## config.mk

```make
export PLATFORM = sky130hd
export DESIGN_NAME = ccr_ctrl
export DESIGN_NICKNAME = d
export VERILOG_FILES = /design/src/rtl/core/ccr_pkg.sv /design/src/rtl/core/ccr_ctrl.sv
export SDC_FILE = /design/constraint.sdc
export NUM_CORES = 1
export LEC_CHECK = 0
export BUFFER_PORTS_ARGS = -buffer_cell sky130_fd_sc_hd__buf_2
export CORE_AREA = 2 2 39 41
export CTS_CLUSTER_DIAMETER = 200
export DETAILED_ROUTE_END_ITERATION = 16
export DIE_AREA = 0 0 41 43
export PLACE_DENSITY = 0.45
export SYNTH_ARGS = -nofsm -noshare
export SYNTH_HDL_FRONTEND = slang
export SYNTH_SLANG_ARGS = --single-unit
```

## constraint.sdc

```tcl
create_clock -name clk -period 1.5 [get_ports clk]
set_input_delay 0.15 -clock clk [delete_from_list [all_inputs] [get_ports clk]]
set_output_delay 0.15 -clock clk [all_outputs]
set_load 0.05 [all_outputs]
```

## src/rtl/core/ccr_pkg.sv

```systemverilog
// Shared types and constants of the circle canvas rasterizer.
`default_nettype none

package ccr_pkg;

    localparam int OP_W     = 2;
    localparam int KIND_W   = 2;
    localparam int COORD_W  = 24;
    localparam int CODE_W   = 8;
    localparam int RDADDR_W = 8;
    localparam int CFG_W    = 9;
    localparam int IDX_W    = 2;
    localparam int DIM_W    = 11;

    localparam logic [OP_W-1:0] OP_CLEAR = 2'd0;
    localparam logic [OP_W-1:0] OP_DRAW  = 2'd1;
    localparam logic [OP_W-1:0] OP_READ  = 2'd2;

    localparam logic [KIND_W-1:0] KIND_OUTLINE = 2'd0;
    localparam logic [KIND_W-1:0] KIND_FILLED  = 2'd1;

    localparam logic [IDX_W-1:0] REG_WIDTH      = 2'd0;
    localparam logic [IDX_W-1:0] REG_HEIGHT     = 2'd1;
    localparam logic [IDX_W-1:0] REG_BACKGROUND = 2'd2;

    localparam logic [CFG_W-1:0]  WIDTH_RST  = 9'd256;
    localparam logic [CFG_W-1:0]  HEIGHT_RST = 9'd256;
    localparam logic [CODE_W-1:0] BG_RST     = 8'd32;

    typedef struct packed {
        logic load;
        logic setup_mag;
        logic setup_sq;
        logic walk_step;
        logic result_load;
    } ctrl_cmd_t;

    typedef struct packed {
        logic [OP_W-1:0] op;
        logic            draw_skip;
        logic            canvas_empty;
        logic            walk_last;
        logic            walk_home;
        logic            pipe_busy;
        logic            out_free;
    } dp_status_t;

endpackage

`default_nettype wire

```

## src/rtl/core/ccr_ctrl.sv

```systemverilog
// Command sequencer of the circle canvas rasterizer.
`default_nettype none

module ccr_ctrl
(
    input  wire logic               clk,
    input  wire logic               rst_n,
    input  wire logic               in_valid,
    output logic                    in_ready,
    input  wire ccr_pkg::dp_status_t sts,
    output ccr_pkg::ctrl_cmd_t      cmd
);

    localparam logic [2:0] ST_IDLE   = 3'd0;
    localparam logic [2:0] ST_DECODE = 3'd1;
    localparam logic [2:0] ST_READ   = 3'd2;
    localparam logic [2:0] ST_SETUP1 = 3'd3;
    localparam logic [2:0] ST_SETUP2 = 3'd4;
    localparam logic [2:0] ST_WALK   = 3'd5;
    localparam logic [2:0] ST_DRAIN  = 3'd6;
    localparam logic [2:0] ST_FINISH = 3'd7;

    logic [2:0] state_reg;
    logic [2:0] state_next;
    logic       accept;

    assign in_ready = (state_reg == ST_IDLE);
    assign accept   = in_valid && in_ready;

    always_comb
    begin
        state_next      = state_reg;
        cmd             = '0;
        case (state_reg)
            ST_IDLE:
            begin
                if (accept)
                begin
                    cmd.load   = 1'b1;
                    state_next = ST_DECODE;
                end
            end
            ST_DECODE:
            begin
                case (sts.op)
                    ccr_pkg::OP_CLEAR:
                        state_next = sts.canvas_empty ? ST_FINISH : ST_WALK;
                    ccr_pkg::OP_DRAW:
                        state_next = (sts.canvas_empty || sts.draw_skip) ? ST_FINISH
                                                                          : ST_SETUP1;
                    ccr_pkg::OP_READ:
                        state_next = ST_READ;
                    default:
                        state_next = ST_FINISH;
                endcase
            end
            ST_READ:
                state_next = ST_FINISH;
            ST_SETUP1:
            begin
                cmd.setup_mag = 1'b1;
                state_next    = ST_SETUP2;
            end
            ST_SETUP2:
            begin
                cmd.setup_sq = 1'b1;
                state_next   = ST_WALK;
            end
            ST_WALK:
            begin
                cmd.walk_step = 1'b1;
                if (sts.walk_last)
                    state_next = ST_DRAIN;
            end
            ST_DRAIN:
            begin
                if (!sts.pipe_busy)
                    state_next = ST_FINISH;
            end
            ST_FINISH:
            begin
                if (sts.out_free)
                begin
                    cmd.result_load = 1'b1;
                    state_next      = ST_IDLE;
                end
            end
            default:
                state_next = ST_IDLE;
        endcase
    end

    always_ff @(posedge clk or negedge rst_n)
    begin
        if (!rst_n)
            state_reg <= ST_IDLE;
        else
            state_reg <= state_next;
    end

    a_load_needs_free: assert property (@(posedge clk) disable iff (!rst_n)
        cmd.result_load |-> sts.out_free)
        else $error("result loaded while output register full");

    a_idle_pipe_empty: assert property (@(posedge clk) disable iff (!rst_n)
        (state_reg == ST_IDLE) |-> !sts.pipe_busy)
        else $error("pixel pipeline busy while idle");

    a_idle_walk_home: assert property (@(posedge clk) disable iff (!rst_n)
        (state_reg == ST_IDLE) |-> sts.walk_home)
        else $error("scan counters not at origin while idle");

    a_accept_leaves_idle: assert property (@(posedge clk) disable iff (!rst_n)
        accept |=> (state_reg == ST_DECODE))
        else $error("accepted request not decoded");

endmodule

`default_nettype wire

```

After elaboration in Yosys (flattened, before gate mapping)
Cells that the tools add are included.
- multiplexer cells: 15
- reductions and logical operators: 5
- eq/ne operators: 13
- operators with widths (cell ; count):
    $pmux W3 S8 ; 1
    $mux W3 ; 5
    $eq A3 B3 Y1 const B ; 4
    $pmux W3 S3 ; 1
    $mux W1 ; 7
    $eq A3 B2 Y1 const B ; 2
    $ne A2 B2 Y1 const B ; 3
    $reduce_and A4 Y1 ; 1
    $eq A3 B1 Y1 const B ; 1
    $logic_not A3 Y1 ; 1
    $eq A2 B1 Y1 const B ; 1
    $eq A2 B2 Y1 const B ; 1
    $logic_not A2 Y1 ; 1
    $mux W2 ; 1
    $ne A2 B1 Y1 const B ; 1
    $logic_and A1 B1 Y1 ; 1
    $logic_or A1 B1 Y1 ; 1
- output and inout port bits: 6
- register bits: 3
- bits of input ports: 11

Logic depth before layout (Yosys ltp)
Gate-level depths: netlist of run 1.
- depth after elaboration: 4
- depth in mapped cells: 5
- mapped depth without buffers: 5

Least setup slack after synthesis of run 1
No wires, ideal clock.
- path kind: reg2out
- start: register state_reg[0]
- end: output cmd[4] (netlist bit)
- arrival: 2.237 ns
- cell stages (with the launch flop): 4
- data required time: 1.350 ns
- slack: -0.887 ns
- path buffers: 1
- cell sequence: dfrtp_1 buf_2 nor3_1 and2_1
- RTL lines (item ; RTL line ; source):
    start: declaration ; ccr_ctrl.sv:23 ; logic [2:0] state_reg;
    start signal: assignment ; ccr_ctrl.sv:98 ; state_reg <= state_next;
    end: declaration ; ccr_ctrl.sv:11 ; output ccr_pkg::ctrl_cmd_t cmd

==> metrics.txt, run 1 <==
Max Cap Violations 0; status finished clean; final hold viol count 0; gr usage total 9.146%; worst min path class primary input to async pin; post-DP HPWL 518.3 um; Critical R2R Capture state_reg[0]; Starting Density 21.43%; Slew HR 83.50%; Reg2Reg Launch Point state_reg[2]; Worst setup SP type flip-flop; Worst-Skew Late Latency 0.23 ns; RePlAce Congestion 0.6885; Worst path max stage delay 0.47 ns; unrepaired setup endpoints after global routing false; Core Area 1384 um2; WL final 643 um; Yosys top cell by area dfrtp_1; FF+latch area 78.83 um2; total grt overflow 0; minimum clock period 1.408 ns; CTS clk-pin slew, worst paths 0.04 ns; Avg Synthesized Cell Area 8.722 um2; Vias per Instance 4.279; critical path class flip-flop to output port; Tcrit/Tclk final 93.88%; synthesis-to-layout area growth 47.26%; CTS Buf Count 3; area of the multi-input gates 212.7 um2; Placement Rows 14; max reg flops 3; top cell type's share of synthesized area 25.32%; Max clock buf depth 2; H-tree depth 1; num ports 17; antenna viol nets, final 0; Port Buffers 15; clock skew 0.003283 ns; DRT iter0 DRCs 4; vias in the first global route 258; Max Slew Vio Count 0; final setup violation count 0; Antenna diodes 0; Post-Syn Nets 49; Die Area 1763 um2; clock sinks 3; r2r setup slk 0.28 ns; commonest non-fill, non-tap cell in the layout buf_2; Synth area leaders dfrtp_1, ha_1, or2b_1; f_max 0.7101 GHz; share of layout cells above drive strength 1 48.08%; Slowest-stage cell, CP dfrtp_2; antenna violations before repair 0; Fin Setup TNS 0 ns; per-cell routed wire length 9.456 um; peak supply drop 0.3179 mV; first-pass GRT wire length 1007 um; Syn Inst Count 34; most frequent cells in the layout buf_2, ha_1, clkbuf_4; fill cell count 154; CP Max Fanout 10; synthesized flop and latch total 3; Crit path arrival time 1.26 ns; residual DRC count 0; Crit. End Element output port; Final Net Count 68; P per Cell Area 1796 nW/um2; CP endpoint cmd[4]; Least-Margin Pin Slew 0.2492 ns; vias post-DR 291; CTS Root Cell clkbuf_4; Netlist Area Pre-Place 296.5 um2; count of cell types in the netlist 22; placed cell areas 394.1 um2; crit path launch state_reg[0]; Worst Path Required 1.35 ns; worst-path cell chain nor3_4 -> and2_1 -> clkbuf_4; Yosys warning count 0; die height 43 um; drt first pass iters 2; Design Area, Final 436.7 um2; Pleak 0.2262 nW; sequential-to-total area share from yosys stat 25.32%; Chip Width 41 um; Reg2Reg Depth 3; largest net degree at the start of global routing 13; TritonCTS clock tree built
metrics by stage:
step | std cells | utilization (%) | hold WS, ns | power [mW] | worst slack (ns)
3_5_place_dp | 63 | 28.48 | -0.05111 | 0.6363 | 0.1490
4_1_cts | 68 | 31.10 | 0.2334 | 0.7851 | 0.001886
3_3_place_gp | 63 | 28.48 | -0.05121 | 0.6399 | 0.1519
6_report | 68 | 31.56 | 0.2387 | 0.7841 | 0.09176
2_1_floorplan | 34 | - | -0.1456 | 0.5659 | -0.1655
5_1_grt | 68 | 31.56 | 0.2495 | 0.8546 | 0.01008
worst min path at each step:
stage,slack (ns),endpoint,from
final,0.24,state_reg[2],rst_n
after global routing,0.25,state_reg[2],rst_n
after CTS,0.23,state_reg[2],rst_n
after detailed placement,-0.05,state_reg[0],rst_n
after global placement,-0.05,state_reg[2],rst_n
after floorplan,-0.15,state_reg[0],rst_n
kinds of logic after synthesis:
logic type	count (synthesis)	synth area share, %
and+or+nand+nor	13	24.48
AOI/OAI and AO/OA	8	20.25
buffers and inverters	5	9.281
adders and majority gates	4	16.88
DFF	3	25.32
muxes	1	3.797
synthesized netlist by cell type (all sizes together):
| cell type | count |
|---|---|
| ha | 4 |
| dfrtp | 3 |
| inv | 3 |
| a21oi | 2 |
| buf | 2 |
| nand2 | 2 |
| nor2 | 2 |
| nor3 | 2 |
| or2b | 2 |
| a2111o | 1 |
| a211oi | 1 |
| a21o | 1 |
| a221oi | 1 |
| a41o | 1 |
| and2 | 1 |
| and3 | 1 |
| mux2 | 1 |
| nor2b | 1 |
| nor3b | 1 |
| nor4 | 1 |
| o21ai | 1 |
metal layers:
layer	GRT usage [%]	wire, um	vias to the layer above
met5	0	0	-
met4	6.000	19	0
met3	4.712	50	2
met2	13.13	289	11
met1	10.00	283	118
li1	-	-	160
worst max-delay path, delay by kind of cell, from the launching register on:
kind,cells,cell delay (ns)
flops,1,0.47
simple gates,2,0.34
buf+inv,1,0.22
report_power, final:
group,switching [mW],leakage (nW),internal [mW],total [mW]
Sequential,0.0966,0.0307,0.126,0.222
Combinational,0.270,0.180,0.149,0.419
Clock,0.0431,0.0150,0.0998,0.143
Total,0.410,0.226,0.374,0.784
area by class of cell:
type | instances | share of cell area (%)
inverter | 3 | 2.579
multi-input combinational | 26 | 48.71
clock buffer | 4 | 6.017
sequential | 3 | 18.05
tap | 16 | 4.585
timing repair buffer | 16 | 20.06
repair_timing:
item,in CTS,in global routing
setup buffers,0,0
hold buffers,1,0
endpoints found under the hold margin,3,0
resized for setup,0,4
endpoints found under the setup margin,0,4
(Power assumes the default switching activity.)
==> run 2, diff against run 1 <==
--- a/config.mk
+++ b/config.mk
@@ -10,7 +10,7 @@
 export CTS_CLUSTER_DIAMETER = 200
 export DETAILED_ROUTE_END_ITERATION = 16
 export DIE_AREA = 0 0 41 43
-export PLACE_DENSITY = 0.45
+export PLACE_DENSITY = 0.43
 export SYNTH_ARGS = -nofsm -noshare
 export SYNTH_HDL_FRONTEND = slang
 export SYNTH_SLANG_ARGS = --single-unit
==> constraint.sdc (replaced) <==
create_clock -name clk -period 1.8 [get_ports clk]
set_input_delay 0.18 -clock clk [delete_from_list [all_inputs] [get_ports clk]]
set_output_delay 0.18 -clock clk [all_outputs]
set_load 0.05 [all_outputs]
==> run 2 against run 1 <==
Compared with the run above: register-to-register slack improved by 0.21 ns; clock-buffer cell count unchanged; die area stayed put; global-route usage is 0.42 points higher; setup slack improved by 0.19 ns; critical path depth did not move; hold slack better by 0.034 ns; design area shrank 2.0%; routed wire length fell by 3.6%; core utilization fell by 0.63 points; sequential power down 20%; clock skew shrank 0.0026 ns; largest power group unchanged.
==> metrics.txt, run 2 (same netlist as run 1, synthesis figures left out) <==
Pleak 0.2296 nW; combinational share of power 54.2%; Slew HR 75.58%; peak supply drop 0.3195 mV; WL final 620 um; residual DRC count 0; Sw Share 52.59%; CTS clk-pin slew, worst paths 0.03 ns; Tcrit/Tclk final 84.14%; Least-Margin Pin Slew 0.3663 ns; CTS Buf Count 3; P per Cell Area 1490 nW/um2; Die Area 1763 um2; post-DP HPWL 548 um; CP Max Fanout 10; synthesis-to-layout area growth 44.30%; Post-Place Cells 63; Clock Power Share 18.0%; sw power 335.4 uW; Max clock buf depth 2; drt first pass iters 1; Chip Width 41 um; Placement Rows 14; status finished clean; Final Net Count 68; antenna violations before repair 0; antenna viol nets, final 0; minimum clock period 1.515 ns; most frequent cells in the layout buf_2, ha_1, inv_1, clkbuf_4, dfrtp_1; worst min path class primary input to async pin; Port Buffers 15; final hold viol count 0; Core Area 1384 um2; Vias per Instance 4.338; Seq pwr share 27.8%; Fin Setup TNS 0 ns; clock skew 0.0006481 ns; Tot Pwr 637.7 uW; DRT iter0 DRCs 0; post-route insts no fill 68; max reg flops 3; fill cell count 156; P_int 302.4 uW; Worst-Skew Late Latency 0.23 ns; share of layout cells above drive strength 1 40.38%; fin util 30.92%; num ports 17; Starting Density 21.43%; RePlAce Congestion 0.6159; Crit. End Element output port; placed cell areas 391.6 um2; Max Cap Violations 0; Crit path arrival time 1.33 ns; gr usage total 9.567%; total grt overflow 0; largest net degree at the start of global routing 13; Reg2Reg Launch Point state_reg[2]; TritonCTS clock tree built; first-pass GRT wire length 1124 um; post-CTS setup buffer count 0; final setup violation count 0; critical path class flip-flop to output port; die height 43 um; Setup WS post-layout 0.2854 ns; vias post-DR 295; clock sinks 3; vias in the first global route 275; Reg2Reg Depth 3; f_max 0.6603 GHz; Max Slew Vio Count 0; CTS Root Cell clkbuf_4; Hold WS 0.2726 ns; unrepaired setup endpoints after global routing false; area of the multi-input gates 210.2 um2; H-tree depth 1; crit path launch state_reg[0]; Worst Path Required 1.62 ns; FF+latch area 75.07 um2; Design Area, Final 427.9 um2; Antenna diodes 0; Worst setup SP type flip-flop; commonest non-fill, non-tap cell in the layout buf_2; per-cell routed wire length 9.118 um; DP Worst Slack 0.4206 ns
-- run 2: changes by cell type in the layout (fill, tap and decap cells not counted) --
cell,previous run,this run
buf_2,14,15
clkbuf_4,4,3
dfrtp_1,0,3
dfrtp_2,3,0
nor2_1,1,2
nor2_2,1,0
-- run 2: worst paths after layout --
kind,to,slack (ns)
worst max register to register,state_reg[0],0.49
min in group clk,state_reg[0],0.29
max in group asynchronous,state_reg[1],1.42
worst min-delay path,state_reg[0],0.27
worst min register to register,state_reg[0],0.76
worst max-delay path,cmd[4],0.29
-- run 2: worst max-delay path, stage by stage (launching register included) --
cell and delay [ns]:
dfrtp_1 0.49, nor3_4 0.23, and2_1 0.14, buf_2 0.25
-- run 2: cell type report --
cell class | instances | share of cell area (%)
multi-input cells | 26 | 49.12
clock buffers | 4 | 6.140
inverters | 3 | 2.632
well taps | 16 | 4.678
repair buffers | 16 | 19.88
flip-flops and latches | 3 | 17.54
-- run 2: power groups by stage --
stage	Sequential (mW)	Clock, mW	Combinational (mW)
6_report	0.177	0.115	0.346
5_1_grt	0.192	0.133	0.376
4_1_cts	0.180	0.120	0.352
3_5_place_dp	0.181	0	0.350
3_3_place_gp	0.184	0	0.350
2_1_floorplan	0.124	0	0.343
-- run 2: routing by layer --
metal	routed length, um	global-route usage [%]	share of wire [%]
met1	266	12.66	43
met2	297	13.75	48
met3	39	1.571	6.3
met4	17	6.000	2.7
met5	0	0	0
-- run 2: timing repair --
item,CTS,global route
endpoints found under the hold margin,3,0
gates resized for setup,0,0
hold buffers,1,0
==> run 3, diff against run 2 <==
--- a/config.mk
+++ b/config.mk
@@ -5,12 +5,13 @@
 export SDC_FILE = /design/constraint.sdc
 export NUM_CORES = 1
 export LEC_CHECK = 0
+export ABC_AREA = 1
 export BUFFER_PORTS_ARGS = -buffer_cell sky130_fd_sc_hd__buf_2
 export CORE_AREA = 2 2 39 41
 export CTS_CLUSTER_DIAMETER = 200
 export DETAILED_ROUTE_END_ITERATION = 16
 export DIE_AREA = 0 0 41 43
-export PLACE_DENSITY = 0.43
+export PLACE_DENSITY = 0.51
 export SYNTH_ARGS = -nofsm -noshare
 export SYNTH_HDL_FRONTEND = slang
 export SYNTH_SLANG_ARGS = --single-unit
==> constraint.sdc (replaced) <==
create_clock -name clk -period 1.4 [get_ports clk]
set_input_delay 0.14 -clock clk [delete_from_list [all_inputs] [get_ports clk]]
set_output_delay 0.14 -clock clk [all_outputs]
set_load 0.05 [all_outputs]
==> run 3 against run 2 <==
Compared with the run above: clock skew rose by 0.00058 ns; hold slack got worse by 0.021 ns; cell count rose by 51%; die area did not move; area after synthesis rose by 34%; sequential cell count did not move; synthesized cell count rose by 91%; non-clock buffer count rose by 5; sequential power rose by 38%; clock-buffer cell count did not move; critical path type unchanged; critical endpoint is now cmd[2]; largest power group unchanged.
==> metrics.txt, run 3 <==
Reg2Reg Launch Point state_reg[1]; Placement Rows 14; residual DRC count 0; peak supply drop 0.7794 mV; area of the multi-input gates 270.3 um2; Synth top cells by count nand2_1, nor2_1, inv_1; final setup violation count 0; Most used DFF post-synth dfrtp_1; cell with the most instances after synthesis nand2_1; Final Net Count 103; number of flops mapped to enable cells by yosys 0; die height 43 um; clock sinks 3; share of layout cells above drive strength 1 43.68%; RePlAce Congestion 0.6959; Crit path arrival time 1.20 ns; Yosys top cell by area dfrtp_1; gr usage total 10.16%; sequential-to-total area share from yosys stat 18.87%; Syn Inst Count 65; Setup WS post-layout 0.05935 ns; Netlist Area Pre-Place 397.9 um2; Tcrit/Tclk final 95.76%; CTS Root Cell clkbuf_4; commonest non-fill, non-tap cell in the layout nand2_1; Die Area 1763 um2; synthesis-to-layout area growth 44.03%; FF+latch area 78.83 um2; Avg Synthesized Cell Area 6.121 um2; Worst setup SP type flip-flop; Worst Path Required 1.26 ns; most frequent cells in the layout nand2_1, buf_2, nor2_1; P per Cell Area 2271 nW/um2; largest net degree at the start of global routing 12; fin util 41.41%; Chip Width 41 um; CP Max Fanout 8; CTS clk-pin slew, worst paths 0.03 ns; Max Cap Violations 0; Critical R2R Capture state_reg[2]; drt first pass iters 2; Port Buffers 15; post-route insts no fill 103; Slew HR 83.42%; num ports 17; minimum clock period 1.341 ns; Core Area 1384 um2; fill cell count 156; final hold viol count 0; clock skew 0.001232 ns; Fin Setup TNS 0 ns; critical path class flip-flop to output port; Max Slew Vio Count 0; first-pass GRT wire length 1283 um; vias post-DR 438; Antenna diodes 0; Reg2Reg Depth 7; antenna viol nets, final 0; WL final 812 um; total grt overflow 0; Worst-Skew Late Latency 0.23 ns; Post-Syn Nets 80; post-DP HPWL 601.2 um; TritonCTS clock tree built; f_max 0.7459 GHz; CTS Buf Count 3; status finished clean; per-cell routed wire length 7.883 um; top cell type's share of synthesized area 18.87%; H-tree depth 1; Pleak 0.3336 nW; asr flop ratio synth 100.0%; Starting Density 28.75%; Post-Place Cells 95; Synth area leaders dfrtp_1, nand2_1, ha_1; r2r setup slk 0.25 ns; Yosys warning count 0; max reg flops 3; antenna violations before repair 0; Max clock buf depth 2; worst min path class primary input to async pin; Crit. End Element output port; DRT iter0 DRCs 7; DP Worst Slack 0.1824 ns; synthesized flop and latch total 3; count of cell types in the netlist 17; Vias per Instance 4.252; vias in the first global route 364; Least-Margin Pin Slew 0.2504 ns
run 3: cell type report:
cell class | count | share of cell area (%)
Multi-Input combinational cell | 49 | 47.16
Timing Repair Buffer | 21 | 24.45
Sequential cell | 3 | 13.76
Inverter | 10 | 6.550
Clock buffer | 4 | 4.585
Tap cell | 16 | 3.493
run 3: worst max path at each step:
stage                     endpoint          from  slack [ns]
final                       cmd[2]  state_reg[1]        0.06
after global routing        cmd[2]  state_reg[1]      -0.005
after CTS                 in_ready  state_reg[2]       0.002
after detailed placement    cmd[4]  state_reg[2]        0.18
after global placement      cmd[4]  state_reg[2]        0.17
after floorplan             cmd[0]  state_reg[1]        0.02
run 3: power by group:
| group | internal (mW) | leakage [nW] | total (mW) | switching, mW |
|---|---|---|---|---|
| clock network | 0.106 | 0.0150 | 0.147 | 0.0401 |
| registers | 0.146 | 0.0317 | 0.244 | 0.0979 |
| logic | 0.354 | 0.287 | 0.910 | 0.556 |
| total | 0.607 | 0.334 | 1.30 | 0.694 |
run 3: critical path, stage by stage (launching register included):
cell and delay, ns:
dfrtp_2 0.45, or2_4 0.27, nor2_2 0.09, buf_6 0.16
run 3: kinds of logic after synthesis:
group	count (synthesis)	share of synthesized area, %
compound gates	3	4.403
fa+ha+maj	4	12.58
buf+inv	13	16.98
flops	3	18.87
simple gates	42	47.17
run 3: through the flow:
stage	total power [mW]	hold slack (ns)	area, um2
2_1_floorplan	0.9158	-0.1556	407.9
3_3_place_gp	1.020	-0.06469	488.0
3_5_place_dp	1.019	-0.06274	488.0
4_1_cts	1.198	0.2241	531.8
5_1_grt	1.420	0.2550	573.1
6_report	1.301	0.2513	573.1
run 3: metal layers:
| metal | wire length (um) | vias up | part of all wire (%) | GRT usage (%) |
|---|---|---|---|---|
| met5 | 0 | - | 0 | 0 |
| met4 | 0 | 0 | 0 | 2.000 |
| met3 | 42 | 0 | 5.2 | 3.141 |
| met2 | 378 | 11 | 47 | 15.94 |
| met1 | 390 | 189 | 48 | 13.27 |
| li1 | - | 238 | - | - |
run 3: repair_timing:
action,CTS,global route
endpoints found under the setup margin,5,5
hold buffers,1,0
hold endpoints to repair,3,0
setup buffers,0,3
resized for setup,4,8
